--- src/rtl/cbm_pkg.sv ---
// Shared types, codes and constants for the cartridge bank mapper.
// No dependencies; imported by every module of the block.
package cbm_pkg;

    localparam int ROM_BANK_BYTES = 16384;
    localparam int RAM_BANK_BYTES = 8192;
    localparam int ROM_OFS_W      = $clog2(ROM_BANK_BYTES);
    localparam int RAM_OFS_W      = $clog2(RAM_BANK_BYTES);
    localparam int ROM_BANK_W     = 7;
    localparam int RAM_BANK_W     = 2;
    localparam int LOW_BITS_W     = 5;
    localparam int OFFSET_W       = 21;
    localparam int CODE_W         = 3;
    localparam int CFG_IDX_W      = 1;

    // command codes
    localparam logic CMD_WRITE = 1'b0;
    localparam logic CMD_READ  = 1'b1;

    // region codes
    localparam logic [1:0] REGION_FIXED_ROM    = 2'd0;
    localparam logic [1:0] REGION_SWITCHED_ROM = 2'd1;
    localparam logic [1:0] REGION_RAM          = 2'd2;
    localparam logic [1:0] REGION_NONE         = 2'd3;

    // configuration register indexes
    localparam logic [CFG_IDX_W-1:0] CFG_ROM_SIZE = 1'd0;
    localparam logic [CFG_IDX_W-1:0] CFG_RAM_SIZE = 1'd1;

    // ROM size codes at or above this count as large (over 512 KiB)
    localparam logic [CODE_W-1:0] ROM_CODE_LARGE = 3'd5;
    // RAM size code with exactly one bank
    localparam logic [CODE_W-1:0] RAM_CODE_ONE_BANK = 3'd2;
    localparam logic [CODE_W-1:0] RAM_CODE_MIN      = 3'd2;
    localparam logic [CODE_W-1:0] RAM_CODE_MAX      = 3'd5;

    // enable nibble that turns cartridge RAM on
    localparam logic [3:0] RAM_ENABLE_KEY = 4'hA;

    typedef struct packed {
        logic        command;
        logic [15:0] address;
        logic [7:0]  write_data;
    } item_t;

    typedef struct packed {
        logic [CODE_W-1:0] rom_code;
        logic [CODE_W-1:0] ram_code;
    } cfg_t;

    typedef struct packed {
        logic [3:0]            ram_en_nib;
        logic [LOW_BITS_W-1:0] low_bits;
        logic [1:0]            high_bits;
    } bank_state_t;

    typedef struct packed {
        logic [1:0]            region;
        logic [OFFSET_W-1:0]   physical_offset;
        logic [ROM_BANK_W-1:0] rom_bank;
        logic [RAM_BANK_W-1:0] ram_bank;
        logic                  ram_enabled;
    } result_t;

endpackage

--- src/rtl/cbm_ctrl.sv ---
// Size configuration registers and the bank control registers.
// Gives the bank state as it stands after the current word's write. Uses cbm_pkg.
module cbm_ctrl
    import cbm_pkg::*;
(
    input  logic                 clk,
    input  logic                 rst_n,
    input  logic                 cfg_write,
    input  logic [CFG_IDX_W-1:0] cfg_index,
    input  logic [CODE_W-1:0]    cfg_data,
    input  logic                 advance,
    input  item_t                item,
    output cfg_t                 cfg,
    output bank_state_t          state_view
);

    // address[14:13] of a write below 0x8000
    localparam logic [1:0] SEL_RAM_ENABLE = 2'd0;
    localparam logic [1:0] SEL_LOW_BANK   = 2'd1;
    localparam logic [1:0] SEL_HIGH_BANK  = 2'd2;
    localparam logic [1:0] SEL_MODE       = 2'd3;

    cfg_t        cfg_reg;
    bank_state_t state_reg;

    always_comb
    begin
        state_view = state_reg;
        if (item.command == CMD_WRITE && !item.address[15])
        begin
            case (item.address[14:13])
                SEL_RAM_ENABLE: state_view.ram_en_nib = item.write_data[3:0];
                SEL_LOW_BANK:   state_view.low_bits   = item.write_data[LOW_BITS_W-1:0];
                SEL_HIGH_BANK:  state_view.high_bits  = item.write_data[1:0];
                SEL_MODE:       state_view = state_reg; // mode latch has no effect on mapping
                default:        state_view = state_reg;
            endcase
        end
    end

    always_ff @(posedge clk or negedge rst_n)
    begin
        if (!rst_n)
        begin
            cfg_reg   <= '0;
            state_reg <= '0;
        end
        else
        begin
            if (cfg_write)
            begin
                case (cfg_index)
                    CFG_ROM_SIZE: cfg_reg.rom_code <= cfg_data;
                    CFG_RAM_SIZE: cfg_reg.ram_code <= cfg_data;
                    default:      cfg_reg <= cfg_reg;
                endcase
            end
            if (advance)
                state_reg <= state_view;
        end
    end

    assign cfg = cfg_reg;

endmodule

--- src/rtl/cbm_xlate.sv ---
// Bank resolution and address translation for one bus word.
// Pure logic between the input and result registers. Uses cbm_pkg.
module cbm_xlate
    import cbm_pkg::*;
(
    input  item_t       item,
    input  cfg_t        cfg,
    input  bank_state_t state_view,
    output result_t     res
);

    logic                  large_rom;
    logic                  has_ram;
    logic                  ram_on;
    logic [LOW_BITS_W-1:0] low_eff;
    logic [ROM_BANK_W-1:0] bank_raw;
    logic [7:0]            rom_mask;
    logic [ROM_BANK_W-1:0] rom_bank;
    logic [RAM_BANK_W-1:0] ram_bank;

    always_comb
    begin
        large_rom = (cfg.rom_code >= ROM_CODE_LARGE);
        has_ram   = (cfg.ram_code inside {[RAM_CODE_MIN:RAM_CODE_MAX]});
        ram_on    = (state_view.ram_en_nib == RAM_ENABLE_KEY);
        low_eff   = (state_view.low_bits == '0) ? LOW_BITS_W'(1) : state_view.low_bits;
        bank_raw  = large_rom ? {state_view.high_bits, low_eff}
                              : {2'b00, low_eff};
        // bank count minus one; code 7 wraps to all ones
        rom_mask  = (8'd2 << cfg.rom_code) - 8'd1;
        rom_bank  = bank_raw & rom_mask[ROM_BANK_W-1:0];
        // every nonzero RAM size except one bank has at least four banks
        if (!has_ram || large_rom || cfg.ram_code == RAM_CODE_ONE_BANK)
            ram_bank = '0;
        else
            ram_bank = state_view.high_bits;

        res.region          = REGION_NONE;
        res.physical_offset = '0;
        if (item.command == CMD_READ)
        begin
            if (!item.address[15] && !item.address[14])
            begin
                res.region          = REGION_FIXED_ROM;
                res.physical_offset = {{(OFFSET_W-ROM_OFS_W){1'b0}},
                                       item.address[ROM_OFS_W-1:0]};
            end
            else if (!item.address[15])
            begin
                res.region          = REGION_SWITCHED_ROM;
                res.physical_offset = {rom_bank, item.address[ROM_OFS_W-1:0]};
            end
            else if (item.address[15:13] == 3'b101 && ram_on && has_ram)
            begin
                res.region          = REGION_RAM;
                res.physical_offset = {{(OFFSET_W-RAM_BANK_W-RAM_OFS_W){1'b0}},
                                       ram_bank, item.address[RAM_OFS_W-1:0]};
            end
        end
        res.rom_bank    = rom_bank;
        res.ram_bank    = ram_bank;
        res.ram_enabled = ram_on;
    end

endmodule

--- src/rtl/cartridge_bank_mapper.sv ---
// Top level of the cartridge bank mapper: input register, result register, handshakes.
// Instantiates cbm_ctrl and cbm_xlate; uses cbm_pkg.
//
//  channel | direction | handshake             | payload
//  --------+-----------+-----------------------+-------------------------------------------
//  in      | into      | in_valid / in_ready   | command, address, write_data
//  out     | out of    | out_valid / out_ready | region, physical_offset, rom_bank,
//          |           |                       | ram_bank, ram_enabled
//  cfg     | into      | cfg_write             | cfg_index, cfg_data
//
// One word per cycle sustained while out_ready stays high; a taken word goes from the input
// register through the translation logic into the result register.
// Bank registers update as a word moves into the result register, so words see
// the writes of earlier words in order. Reset clears all control and size registers.
// A stalled output holds its result; the input register keeps accepting until it too is full.
module cartridge_bank_mapper
    import cbm_pkg::*;
(
    input  logic                  clk,
    input  logic                  rst_n,
    input  logic                  in_valid,
    output logic                  in_ready,
    input  logic                  command,
    input  logic [15:0]           address,
    input  logic [7:0]            write_data,
    output logic                  out_valid,
    input  logic                  out_ready,
    output logic [1:0]            region,
    output logic [OFFSET_W-1:0]   physical_offset,
    output logic [ROM_BANK_W-1:0] rom_bank,
    output logic [RAM_BANK_W-1:0] ram_bank,
    output logic                  ram_enabled,
    input  logic                  cfg_write,
    input  logic [CFG_IDX_W-1:0]  cfg_index,
    input  logic [CODE_W-1:0]     cfg_data
);

    logic        s1_valid_reg;
    item_t       s1_item_reg;
    logic        out_valid_reg;
    logic        out_valid_next;
    result_t     out_res_reg;
    logic        advance;
    cfg_t        cfg;
    bank_state_t state_view;
    result_t     res;

    assign advance        = s1_valid_reg && (!out_valid_reg || out_ready);
    assign in_ready       = !s1_valid_reg || advance;
    assign out_valid_next = advance || (out_valid_reg && !out_ready);

    cbm_ctrl u_ctrl (
        .clk        (clk),
        .rst_n      (rst_n),
        .cfg_write  (cfg_write),
        .cfg_index  (cfg_index),
        .cfg_data   (cfg_data),
        .advance    (advance),
        .item       (s1_item_reg),
        .cfg        (cfg),
        .state_view (state_view)
    );

    cbm_xlate u_xlate (
        .item       (s1_item_reg),
        .cfg        (cfg),
        .state_view (state_view),
        .res        (res)
    );

    always_ff @(posedge clk or negedge rst_n)
    begin
        if (!rst_n)
        begin
            s1_valid_reg  <= 1'b0;
            out_valid_reg <= 1'b0;
        end
        else
        begin
            if (in_ready)
                s1_valid_reg <= in_valid;
            out_valid_reg <= out_valid_next;
        end
    end

    // payload registers, no reset
    always_ff @(posedge clk)
    begin
        if (in_valid && in_ready)
            s1_item_reg <= '{command: command, address: address, write_data: write_data};
        if (advance)
            out_res_reg <= res;
    end

    assign out_valid       = out_valid_reg;
    assign region          = out_res_reg.region;
    assign physical_offset = out_res_reg.physical_offset;
    assign rom_bank        = out_res_reg.rom_bank;
    assign ram_bank        = out_res_reg.ram_bank;
    assign ram_enabled     = out_res_reg.ram_enabled;

    a_empty_stage_ready: assert property (@(posedge clk) disable iff (!rst_n)
        !s1_valid_reg |-> in_ready)
        else $error("input stage empty but not ready");

    a_ram_needs_enable: assert property (@(posedge clk) disable iff (!rst_n)
        out_valid && region == REGION_RAM |-> ram_enabled)
        else $error("RAM region given while RAM disabled");

    a_rom_offset_bank: assert property (@(posedge clk) disable iff (!rst_n)
        out_valid && region == REGION_SWITCHED_ROM
            |-> physical_offset[OFFSET_W-1:ROM_OFS_W] == rom_bank)
        else $error("switched ROM offset does not match ROM bank");

    a_ram_offset_bank: assert property (@(posedge clk) disable iff (!rst_n)
        out_valid && region == REGION_RAM
            |-> physical_offset[RAM_OFS_W+RAM_BANK_W-1:RAM_OFS_W] == ram_bank)
        else $error("RAM offset does not match RAM bank");

    a_result_follows_stage: assert property (@(posedge clk) disable iff (!rst_n)
        advance |=> out_valid)
        else $error("advanced word did not reach result register");

endmodule

--- config.mk ---
export PLATFORM = sky130hd
export DESIGN_NAME = cartridge_bank_mapper
export DESIGN_NICKNAME = d
export VERILOG_FILES = /design/src/rtl/cbm_pkg.sv /design/src/rtl/cbm_ctrl.sv /design/src/rtl/cbm_xlate.sv /design/src/rtl/cartridge_bank_mapper.sv
export SDC_FILE = /design/constraint.sdc
export NUM_CORES = 1
export LEC_CHECK = 0
export BUFFER_PORTS_ARGS = -buffer_cell sky130_fd_sc_hd__buf_2
export CORE_MARGIN = 2
export CORE_UTILIZATION = 31
export CTS_CLUSTER_DIAMETER = 30
export DETAILED_ROUTE_END_ITERATION = 12
export PLACE_DENSITY = 0.53
export SYNTH_ARGS = -nofsm -noshare
export SYNTH_HDL_FRONTEND = slang
export SYNTH_HIERARCHICAL = 1
export SYNTH_SLANG_ARGS = --single-unit
export TNS_END_PERCENT = 10
--- constraint.sdc ---
create_clock -name clk -period 3.7 [get_ports clk]
set_clock_uncertainty 0.2 [all_clocks]
set_input_delay 0.74 -clock clk [delete_from_list [all_inputs] [get_ports clk]]
set_output_delay 0.74 -clock clk [all_outputs]
set_load 0.005 [all_outputs]
# Word level (Yosys, flattened, before mapping)
# Index checks and enable logic that the tools add are counted.
# op_classes
muxes	10
addsub	1
magnitude_cmp	3
n_eq_ne	5
shifts	1
n_bitwise	3
n_reduce_logical	24
# op_table
cell	count
23-bit 2-to-1 mux	2
22-bit 2-to-1 mux	1
11-bit 2-to-1 mux	1
5-bit 2-to-1 mux	2
1-bit logical AND	8
7-bit bitwise AND	1
7-bit 2-to-1 mux	1
2-bit by 3-bit left shift with 7-bit output, first input constant	1
7-bit by 1-bit subtractor with 7-bit output, second input constant	1
1-bit zero test	6
5-bit zero test	1
1-bit logical OR	5
4-bit equality test, second input constant	1
2-bit 2-to-1 mux	2
4-bit 2-to-1 mux	1
2-bit AND reduction	2
3-bit by 2-bit equality test with 1-bit output, second input constant	1
3-bit equality test, second input constant	1
3-bit by 2-bit >= comparator with 1-bit output, second input constant	1
3-bit >= comparator, second input constant	1
3-bit less-or-equal comparator, second input constant	1
2-bit by 1-bit equality test with 1-bit output, second input constant	1
2-bit equality test, second input constant	1
2-bit zero test	1
2 further kinds	3
# totals
ff_bits	74
output_inout_bits	35
input_bits	34

# Depth between registers and ports, before layout
# Gate-level depths: netlist of run 1.
# logic_depth
ltp_word	9
mapped_depth	6
ltp_nobuf	5

# By module
# The synthesis of run 1 kept the hierarchy.
# modules_own_cells
module	seq_area_each_um2	n_inst	cells_each	area_per_inst_um2
cartridge_bank_mapper	1791.7	1	66	1845.5
cbm_ctrl	425.4	1	53	850.8
cbm_xlate	0.0	1	70	401.6

# Worst setup path before layout of run 1
# Ideal clock, no wire load.
# synth_timing
path_kind	in2reg
from	in out_ready
to	reg u_ctrl/state_reg[10] (netlist name)
cell_stages	4
path_buffers	0
arrival_time_ns	2.311
slack_ns	1.061
path_cell_list	nand2b_1 -> and2_1 -> nand2_2 -> mux2_1
# synth_via
elab_chain_len	2
# synth_lines
item	line	source
from (decl)	cartridge_bank_mapper.sv:27	input logic out_ready,
1-bit logical OR	cartridge_bank_mapper.sv:48	assign advance = s1_valid_reg && (!out_valid_reg || out_ready);
1-bit logical AND	cartridge_bank_mapper.sv:48	
via advance	cartridge_bank_mapper.sv:43	logic advance;
to (signal assigned)	cbm_ctrl.sv:59	state_reg <= state_view;
to (decl)	cbm_ctrl.sv:24	bank_state_t state_reg;
# The timed path passes the listed nets, and every way through them passes these cells.
# A chain may end at the register's enable or synchronous reset.

==> reports/results.ini, run 1 <==
[status]
status=finished, final reports clean

[yosys]
syn_inst=186
syn_area_per_cell_um2=16.2
synth-warning-count=6
netlist_area_mm2=0.00301
syn_nets=220

[global_route]
grt_use_total=0.108
grt_remaining_overflow=0
grt_max_degree=37
grt_pass1_wl_um=8290
grt_pass1_vias=1647
antenna_found_initial=0

[layout]
seq_area_mm2=0.00213
area_growth_pct=21.1
final_util=0.391
final_common_cell=buf_2
multi_input_area_um2=836
layout_common_cells=buf_2 (65), edfxtp_1 (55), nand2_1 (20), dfrtp_1 (19), mux2_2 (18)
fin_area_mm2=0.00364
fill_cells=886
nets=295
largest_reg_flops=22
layout-drive-gt1-share=0.436
insertedDiodeCount=0

[run]
maxCapViolCount=0

[sta]
rsz0062_at_grt=no
maxSlewViolCount=0
holdWs_ns=0.135
post-route-min-period_ns=2.75
layout_setup_ws_ns=0.946
final-hold-violation-count=0
tightest_slew_ns=0.620
fmax_mhz=363
setup_violations=0
timing.final.crit_share=0.744
relSlewSlack=0.585
fin_setup_tns_ns=0

[critical_path]
cp_slowest_cell=edfxtp_1
cpPeakStageDelay_ns=0.55
cp_cell_sequence=nor4_4, mux2_2, and4bb_2, a31oi_2, nor2_1
worstPathArrival_ns=2.61
crit_type=reg2reg
required_ns=3.56
cp_max_fo=13
start_kind=register
cp_top_family=simple AND/OR/NAND/NOR gates
crit_buf_inv=0
end_kind=register

[cts]
cts.sinks=74
clk_pin_slew_ns=0.08
hold_buffers=0
cts_setup_buffers=0
cts-resized-gates=0
root_buffer=clkbuf_8
clockBufferDepth=2
htree_levels=3
cts_tree=done
clock_latency_ns=0.33
cts_made_buffers=9

[route]
vias_per_cell=4.30
vias=1698
drc_errors=0
wl_per_cell_um=13.7
drt_iter0_drc=36
routed_wl_um=5390
ant_nets=0
dr.pass1.iters=4

[power]
internal_power_mw=1.38
max-vdd-ir-drop_mv=0.215
clockPowerShare=0.281
power.net_switching_mw=0.456
p_leak_nw=1.52
swShare=0.248
combPwrFrac=0.142
powerDensity_mw_per_mm2=504
p_seq_frac=0.577

[placement]
dp_slack_ns=0.921
placedInstanceArea_mm2=0.00349
dp_hpwl_um=3740
gp_congestion=0.727
io_buffer_count=65

[floorplanning]
core_mm2=0.00933
die_area_mm2=0.0105
initial_core_util=0.322
die_y_um=103
io-pin-count=69
dieWidth_um=103
rows=35

[hold_path]
hold_class=in2async

## cell type report
| type | count | area share |
|---|---|---|
| Clock buffer | 12 | 0.0371 |
| Clock inverter | 4 | 0.00584 |
| Inverter | 6 | 0.00618 |
| Multi-Input combinational cell | 103 | 0.229 |
| Sequential cell | 74 | 0.584 |
| Tap cell | 129 | 0.0443 |
| Timing Repair Buffer | 67 | 0.0934 |
## final timing paths
path	start	to	slack, ns	cells after the start
setup / recovery	s1_item_reg[23]$_DFFE_PP_	physical_offset[11]$_DFFE_PP_	0.95	5
hold / removal	rst_n	u_ctrl/state_reg[0]$_DFFE_PN0P_	0.14	1
setup reg to reg	s1_item_reg[23]$_DFFE_PP_	physical_offset[11]$_DFFE_PP_	0.95	5
hold reg to reg	u_ctrl/state_reg[8]$_DFFE_PN0P_	u_ctrl/state_reg[8]$_DFFE_PN0P_	0.29	1
max in group asynchronous	rst_n	u_ctrl/state_reg[1]$_DFFE_PN0P_	2.85	1
min in group clk	u_ctrl/state_reg[8]$_DFFE_PN0P_	u_ctrl/state_reg[8]$_DFFE_PN0P_	0.29	1
## power by group through the flow
stage               Clock [mW]  Combinational, mW  Sequential (mW)
floorplan                    0              0.168             1.07
global placement             0              0.258             1.08
detailed placement           0              0.263             1.08
CTS                      0.535              0.265             1.06
global route             0.573              0.287             1.07
finish                   0.517              0.261             1.06
## metrics by stage
step	cells	power, mW
2_1_floorplan	186	1.24
3_3_place_gp	379	1.33
3_5_place_dp	379	1.34
4_1_cts	395	1.86
5_1_grt	395	1.93
6_report	395	1.84
## per-layer routing
metal	vias up	part of all wire	global-route usage
met5	-	0	0
met4	0	0.020	0.0585
met3	8	0.048	0.0258
met2	43	0.47	0.165
met1	818	0.46	0.143
li1	829	-	-
Power figures use the tool's default switching activity.
==> inputs of run 2 (changes only) <==
==> constraint.sdc (replaced) <==
create_clock -name clk -period 2.75 [get_ports clk]
set_clock_uncertainty 0.2 [all_clocks]
set_input_delay 0.55 -clock clk [delete_from_list [all_inputs] [get_ports clk]]
set_output_delay 0.55 -clock clk [all_outputs]
set_load 0.005 [all_outputs]
==> run 2 against run 1 <==
Against the previous run: design area increased by 1.3%; power increased by 34%; wire length increased by 2.1%; final cell count increased by 1.5%; register-to-register slack got worse by 0.65 ns; via count increased by 1.8%; largest cell class unchanged; sequential share of layout area decreased by 0.77 points; sequential power increased by 34%; hold slack improved by 0.042 ns; combinational power increased by 39%.
==> reports/results.ini, run 2 (synthesized netlist as in run 1, its figures left out) <==
[hold_path]
hold_class=in2reg  ; was in2async

[global_route]
grt_use_total=0.111  ; was 0.108
grt_pass1_vias=1744  ; was 1647
grt_pass1_wl_um=8540  ; was 8290 um
grt_max_degree=23  ; was 37
antenna_found_initial=0  ; unchanged
grt_remaining_overflow=0  ; unchanged

[route]
vias_per_cell=4.31  ; was 4.30
drt_iter0_drc=53  ; was 36
routed_wl_um=5500  ; was 5390 um
ant_nets=0  ; unchanged
dr.pass1.iters=5  ; was 4
vias=1729  ; was 1698
wl_per_cell_um=13.7  ; about the same
drc_errors=0  ; unchanged

[sta]
maxSlewViolCount=0  ; unchanged
timing.final.crit_share=0.894  ; was 0.744
post-route-min-period_ns=2.46  ; was 2.75 ns
fmax_mhz=407  ; was 363 MHz
fin_setup_tns_ns=0  ; unchanged
layout_setup_ws_ns=0.292  ; was 0.946 ns
final-hold-violation-count=0  ; unchanged
setup_violations=0  ; unchanged
relSlewSlack=0.687  ; was 0.585
rsz0062_at_grt=no  ; unchanged
tightest_slew_ns=0.469  ; was 0.620 ns

[floorplanning]
core_mm2=0.00933  ; unchanged
die_area_mm2=0.0105  ; unchanged
die_y_um=103  ; unchanged
io-pin-count=69  ; unchanged
initial_core_util=0.322  ; unchanged
rows=35  ; unchanged
dieWidth_um=103  ; unchanged

[placement]
gp_congestion=0.744  ; was 0.727
dp_hpwl_um=3970  ; was 3740 um
placed_cells=385  ; was 379
dp_slack_ns=0.316  ; was 0.921 ns
io_buffer_count=65  ; unchanged

[layout]
nets=302  ; was 295
final_common_cell=buf_2  ; unchanged
largest_reg_flops=22  ; unchanged
layout_common_cells=buf_2 (65), edfxtp_1 (55), nand2_1 (20), dfrtp_1 (19), mux2_2 (18)  ; unchanged
insertedDiodeCount=0  ; unchanged
layout-drive-gt1-share=0.449  ; was 0.436
fin_cells=401  ; was 395
area_growth_pct=22.8  ; was 21.1%

[critical_path]
cp_cell_sequence=buf_4, nor4b_4, buf_4, mux2_2, nor4_1, nor2_1, o32ai_1  ; was nor4_4, mux2_2, and4bb_2, a31oi_2, nor2_1
cpPeakStageDelay_ns=0.52  ; was 0.55 ns
cp_top_family=simple AND/OR/NAND/NOR gates  ; unchanged
crit_top_cell=buf_4
worstPathArrival_ns=2.42  ; was 2.61 ns
crit_buf_inv=2  ; was 0
start_kind=register  ; unchanged
required_ns=2.71  ; was 3.56 ns
cp_max_fo=8  ; was 13
cp_slowest_cell=edfxtp_1  ; unchanged
end_kind=register  ; unchanged
crit_type=reg2reg  ; unchanged

[cts]
root_buffer=clkbuf_8  ; unchanged
htree_levels=3  ; unchanged
cts_setup_buffers=0  ; unchanged
clk_pin_slew_ns=0.07  ; was 0.08 ns
clock_latency_ns=0.34  ; was 0.33 ns
cts-resized-gates=0  ; unchanged
cts.sinks=74  ; unchanged
cts_tree=done  ; unchanged
clockBufferDepth=2  ; unchanged
cts_made_buffers=9  ; unchanged

[power]
p_leak_nw=1.56  ; was 1.52 nW
powerDensity_mw_per_mm2=667  ; was 504 mW/mm2
max-vdd-ir-drop_mv=0.205  ; was 0.215 mV

[run]
maxCapViolCount=0  ; unchanged

[status]
status=finished, final reports clean  ; unchanged

==> run 2: path summary, 6_finish.rpt <==
check                                                start                         endpoint  slack, ns  cells after the start
setup / recovery                 s1_item_reg[22]$_DFFE_PP_    physical_offset[14]$_DFFE_PP_       0.29                      7
hold / removal                               write_data[0]         s1_item_reg[0]$_DFFE_PP_       0.18                      1
setup reg to reg                 s1_item_reg[22]$_DFFE_PP_    physical_offset[14]$_DFFE_PP_       0.29                      7
hold reg to reg            u_ctrl/state_reg[7]$_DFFE_PN0P_  u_ctrl/state_reg[7]$_DFFE_PN0P_       0.29                      1
max in group asynchronous                            rst_n  u_ctrl/state_reg[8]$_DFFE_PN0P_       1.57                      2
min in group asynchronous                            rst_n  u_ctrl/state_reg[6]$_DFFE_PN0P_       0.48                      2
==> run 2: final cells by class <==
class / instances / area [um2]
Tap cell: 129 / 161
Inverter: 6 / 22.5
Timing Repair Buffer: 74 / 395
Fill cell: 895 / 5640
Clock buffer: 10 / 128
Multi-Input combinational cell: 103 / 836
Clock inverter: 5 / 22.5
Sequential cell: 74 / 2130
==> run 2: worst reg2reg max path, stage by stage, from the launching register on <==
cell and delay [ns]:
edfxtp_1 0.52, buf_4 0.22, nor4b_4 0.21, buf_4 0.20, mux2_2 0.36, nor4_1 0.31, nor2_1 0.14, o32ai_1 0.13
==> run 2: what timing repair did <==
item,in CTS,in global routing
hold endpoints to repair,19,0
hold buffers,1,0
endpoints found under the setup margin,0,0
==> run 2: power by group <==
group / switching (mW) / total (mW) / internal (mW) / leakage, nW
logic: 0.173 / 0.364 / 0.191 / 0.713
clock network: 0.365 / 0.676 / 0.312 / 0.0808
registers: 0.0718 / 1.42 / 1.35 / 0.766
==> run 2: stage by stage <==
stage               instance area (um2)  utilization  total power, mW  hold WS (ns)
floorplan                          3010            -             1.67        0.0544
global placement                   3530        0.379             1.80         0.275
detailed placement                 3530        0.379             1.81         0.277
CTS                                3690        0.396             2.49         0.169
global route                       3690        0.396             2.59         0.163
finish                             3690        0.396             2.46         0.177
==> run 2: routing by layer <==
metal / vias to the layer above / GRT usage / routed length [um]
met1: 832 / 0.137 / 2480
met2: 42 / 0.179 / 2660
li1: 847 / - / -
met5: - / 0 / 0
met4: 0 / 0.0585 / 107
met3: 8 / 0.0305 / 249
